===== src/design/mxt_pkg.sv =====
package mxt_pkg;

    localparam int NODE_COUNT = 32768;
    localparam int DATA_BITS  = 32;
    localparam int NODE_W     = $clog2(NODE_COUNT);
    localparam int USED_W     = NODE_W + 1;
    localparam int LEVEL_W    = $clog2(DATA_BITS);
    localparam int LINK_W     = 2 * NODE_W;

    localparam logic [DATA_BITS-1:0] INT_MIN = {1'b1, {(DATA_BITS-1){1'b0}}};

    typedef struct packed {
        logic [NODE_W-1:0] link1;
        logic [NODE_W-1:0] link0;
    } links_t;

    typedef struct packed {
        links_t links;
        logic   key_bit;
        logic   query;
        logic   top;
    } level_in_t;

    typedef struct packed {
        logic [NODE_W-1:0] child;
        logic              dir;
        logic              found;
    } level_out_t;

endpackage


===== src/design/mxt_level.sv =====
// one trie level: picks the child to follow for a query or an insert
module mxt_level (
    input  mxt_pkg::level_in_t  lvl_in,
    output mxt_pkg::level_out_t lvl_out
);

    logic                      want;
    logic [mxt_pkg::NODE_W-1:0] c_want;
    logic [mxt_pkg::NODE_W-1:0] c_alt;

    always_comb begin
        if (lvl_in.query) begin
            want = lvl_in.top ? lvl_in.key_bit : ~lvl_in.key_bit;
        end else begin
            want = lvl_in.key_bit;
        end
        c_want = want ? lvl_in.links.link1 : lvl_in.links.link0;
        c_alt  = want ? lvl_in.links.link0 : lvl_in.links.link1;

        if (c_want != '0) begin
            lvl_out.child = c_want;
            lvl_out.dir   = want;
            lvl_out.found = 1'b1;
        end else if (lvl_in.query && (c_alt != '0)) begin
            lvl_out.child = c_alt;
            lvl_out.dir   = ~want;
            lvl_out.found = 1'b1;
        end else begin
            lvl_out.child = '0;
            lvl_out.dir   = want;
            lvl_out.found = 1'b0;
        end
    end

endmodule


===== config.mk =====
export PLATFORM = sky130hd
export DESIGN_NAME = mxt_level
export DESIGN_NICKNAME = d
export VERILOG_FILES = /design/src/design/mxt_pkg.sv /design/src/design/mxt_level.sv
export SDC_FILE = /design/constraint.sdc
export NUM_CORES = 1
export LEC_CHECK = 0
export ABC_AREA = 0
export BUFFER_PORTS_ARGS = -buffer_cell sky130_fd_sc_hd__clkbuf_2
export CAP_MARGIN = 20
export CORE_MARGIN = 3
export CORE_UTILIZATION = 45
export DETAILED_ROUTE_END_ITERATION = 16
export PLACE_DENSITY = 0.87
export REMOVE_ABC_BUFFERS = 1
export SLEW_MARGIN = 20
export SYNTH_ARGS = -nofsm -noshare
export SYNTH_HDL_FRONTEND = slang
export SYNTH_SLANG_ARGS = --single-unit

===== constraint.sdc =====
create_clock -name vclk -period 2.4
set_input_delay 0.24 -clock vclk [all_inputs]
set_output_delay 0.24 -clock vclk [all_outputs]
set_load 0.02 [all_outputs]

==> metrics.csv <==
stage;metric;value;unit
status;status;finished clean;
hold_path;hp-class;in2out;
run;drv_cap;0;
layout;layout-drive-gt1-share;52.34;%
place;post-dp-hpwl;1.667;mm
logic_synthesis;synthTopCellsByArea;o221ai_2 23%, mux2i_1 21%, nand2_1 13%, buf_6 6.4%, nor4_1 5.3%;
logic_synthesis;synth_top_cell_by_area;o221ai_2;
power_and_ir_drop;p_leak;0.4266;nW
die;die-area;2086;um^2
detailed_routing;postRouteAntennaNets;0;
layout;clkbuf_count;0;
power_and_ir_drop;combPwrFrac;100.0;%
place;gp_congestion;0.7369;
power_and_ir_drop;power_density;226.6;nW/um^2
global_routing;grt_pass1_vias;782;
die;num_rows;13;
setup_path;crit_top_cell;clkbuf_2;
sta;slew_violations;0;
setup_path;worstPathMaxFanout;12;
die;die_x;45.67;um
power_and_ir_drop;ir_worst_vdd;0.0001096;V
detailed_routing;wire_per_inst;14.17;um
layout;fin_util;65.25;%
detailed_routing;wirelength;2.026;mm
sta;timing.slew.headroom;52.85;%
logic_synthesis;yosysUniqueCellTypes;21;
setup_path;critPathSlowestCell;and4_1;
setup_path;cp_slowest_stage_delay;460;ps
logic_synthesis;synth.top_cell.area_share;23.32;%
setup_path;crit_cells;6;
detailed_routing;first_iter_violations;19;
logic_synthesis;ys_seq_area_share;0;%
detailed_routing;num_vias;870;
sta;rsz0062_at_grt;false;
setup_path;worstSetupPathType;in2out;
die;floorplan.initialDensity;51.22;%
logic_synthesis;syn_area;708.2;um^2
layout;regArea;0;um^2
logic_synthesis;yosys_warnings;0;
clocking;cts_repair_resize_count;0;
logic_synthesis;syn_area_per_cell;8.332;um^2
hold_path;whs_path_depth;4;
layout;final_nets;163;
setup_path;startpoint;lvl_in[5];
detailed_routing;first_pass_iters;6;
die;coreArea;1383;um^2
die;design.portCount;50;
sta;tightest_slew;707.2;ps
setup_path;crit_family;simple AND/OR/NAND/NOR gates;
global_routing;antenna_found_initial;0;
layout;seq_cells;0;
place;port-buffer-count;50;
setup_path;cp-end-kind;output pin;
global_routing;grt_use_total;18.67;%
place;place_ws;405.0;ps
setup_path;path_buf_inv;2;
sta;hold_viol_final;0;
power_and_ir_drop;p_switching;0.1188;mW
detailed_routing;routed_via_density;6.084;
sta;period_share;84.17;%
layout;antenna_cells;0;
logic_synthesis;synthCells;85;
global_routing;grt_overflow;0;
layout;area_growth;27.39;%
power_and_ir_drop;power_frac_seq;0;%
setup_path;cp.required;2160;ps
die;die_h;45.67;um
clocking;post_cts_buffers;0;
setup_path;cp_cell_sequence;clkbuf_2 > nor4_1 > and4_1 > nand2b_4 > o221ai_2 > clkbuf_2;
detailed_routing;drcViolationCount;0;
sta;setup_slack;379.9;ps
global_routing;grt_max_degree;27;
setup_path;worst_setup_path_start_kind;input pin;
global_routing;grt_pass1_wl;3.063;mm
sta;finalSetupViolations;0;
sta;finalSetupTns;0;ps
power_and_ir_drop;internal_power;0.08561;mW
power_and_ir_drop;clkPwrFrac;0;%
clocking;ctsHoldBuffers;0;
layout;fillers;135;
sta;max_freq;0.4950;GHz
power_and_ir_drop;p_sw_share;58.13;%
setup_path;crit_arrival;1780;ps
hold_path;hp-start;lvl_in[22];
sta;post-route-min-period;2020;ps
power groups by stage:
stage / clock, mW / combinational, mW / sequential, mW
after floorplan: 0 / 0.121 / 0
after global placement: 0 / 0.199 / 0
after detailed placement: 0 / 0.205 / 0
after CTS: 0 / 0.205 / 0
after global routing: 0 / 0.220 / 0
final: 0 / 0.204 / 0
cells in the mapped netlist, drive strengths merged:
master   n
nand2   24
mux2i   15
o221ai  12
buf      8
nor4     6
a22oi    4
o21ai    3
and4     2
nand2b   2
nor3     2
a21boi   1
inv      1
mux2     1
nor2     1
nor2b    1
o22ai    1
xnor2    1
cell type report:
cell class | count | area, um^2 | share of cell area [%]
repair buffers | 51 | 257.7 | 28.57
inverters | 1 | 3.754 | 0.4161
multi-input cells | 76 | 621.8 | 68.93
well taps | 15 | 18.77 | 2.080
placed cells by master, fill, tap and decap left out:
cell type  count
xnor2_4        1
o22ai_1        1
nand2b_4       2
buf_4          1
a22oi_1        4
mux2i_1       15
nor2_1         1
mux2_2         1
o221ai_2      11
clkbuf_2      50
nor2b_4        1
o21ai_1        3
and4_1         2
o221ai_1       1
nand2_1       24
a21boi_1       1
nor4_1         6
nor3_1         2
inv_1          1
worst paths after layout:
kind	to	slack, ps
setup / recovery	lvl_out[11]	380
hold / removal	lvl_out[6]	870
stage by stage:
| stage | instances | instance area, um^2 | total power [mW] | hold WS, ps |
|---|---|---|---|---|
| global placement | 143 | 902.1 | 0.1991 | 868.2 |
| detailed placement | 143 | 902.1 | 0.2049 | 873.9 |
| floorplan | 77 | 625.6 | 0.1212 | 647.4 |
| CTS | 143 | 902.1 | 0.2053 | 875.0 |
| finish | 143 | 902.1 | 0.2044 | 869.4 |
| global route | 143 | 902.1 | 0.2205 | 902.5 |
logic make-up (layout without fill, tap and decap cells):
family / count (synthesis) / in the layout / synth area share [%]
xor gates and xnor gates: 1 / 1 / 3.887
and+or+nand+nor: 38 / 38 / 28.27
AOI/OAI and AO/OA: 21 / 21 / 32.86
buffers and inverters: 9 / 52 / 12.19
muxes: 16 / 16 / 22.79
per-layer routing:
metal  wire (um)  GRT usage [%]  up-vias
met1         732          20.93      402
met4          13          1.170        0
met5           0              0        -
met3         174         0.3953        2
li1            -              -      424
met2        1106          39.00       42
(Power assumes the default switching activity.)
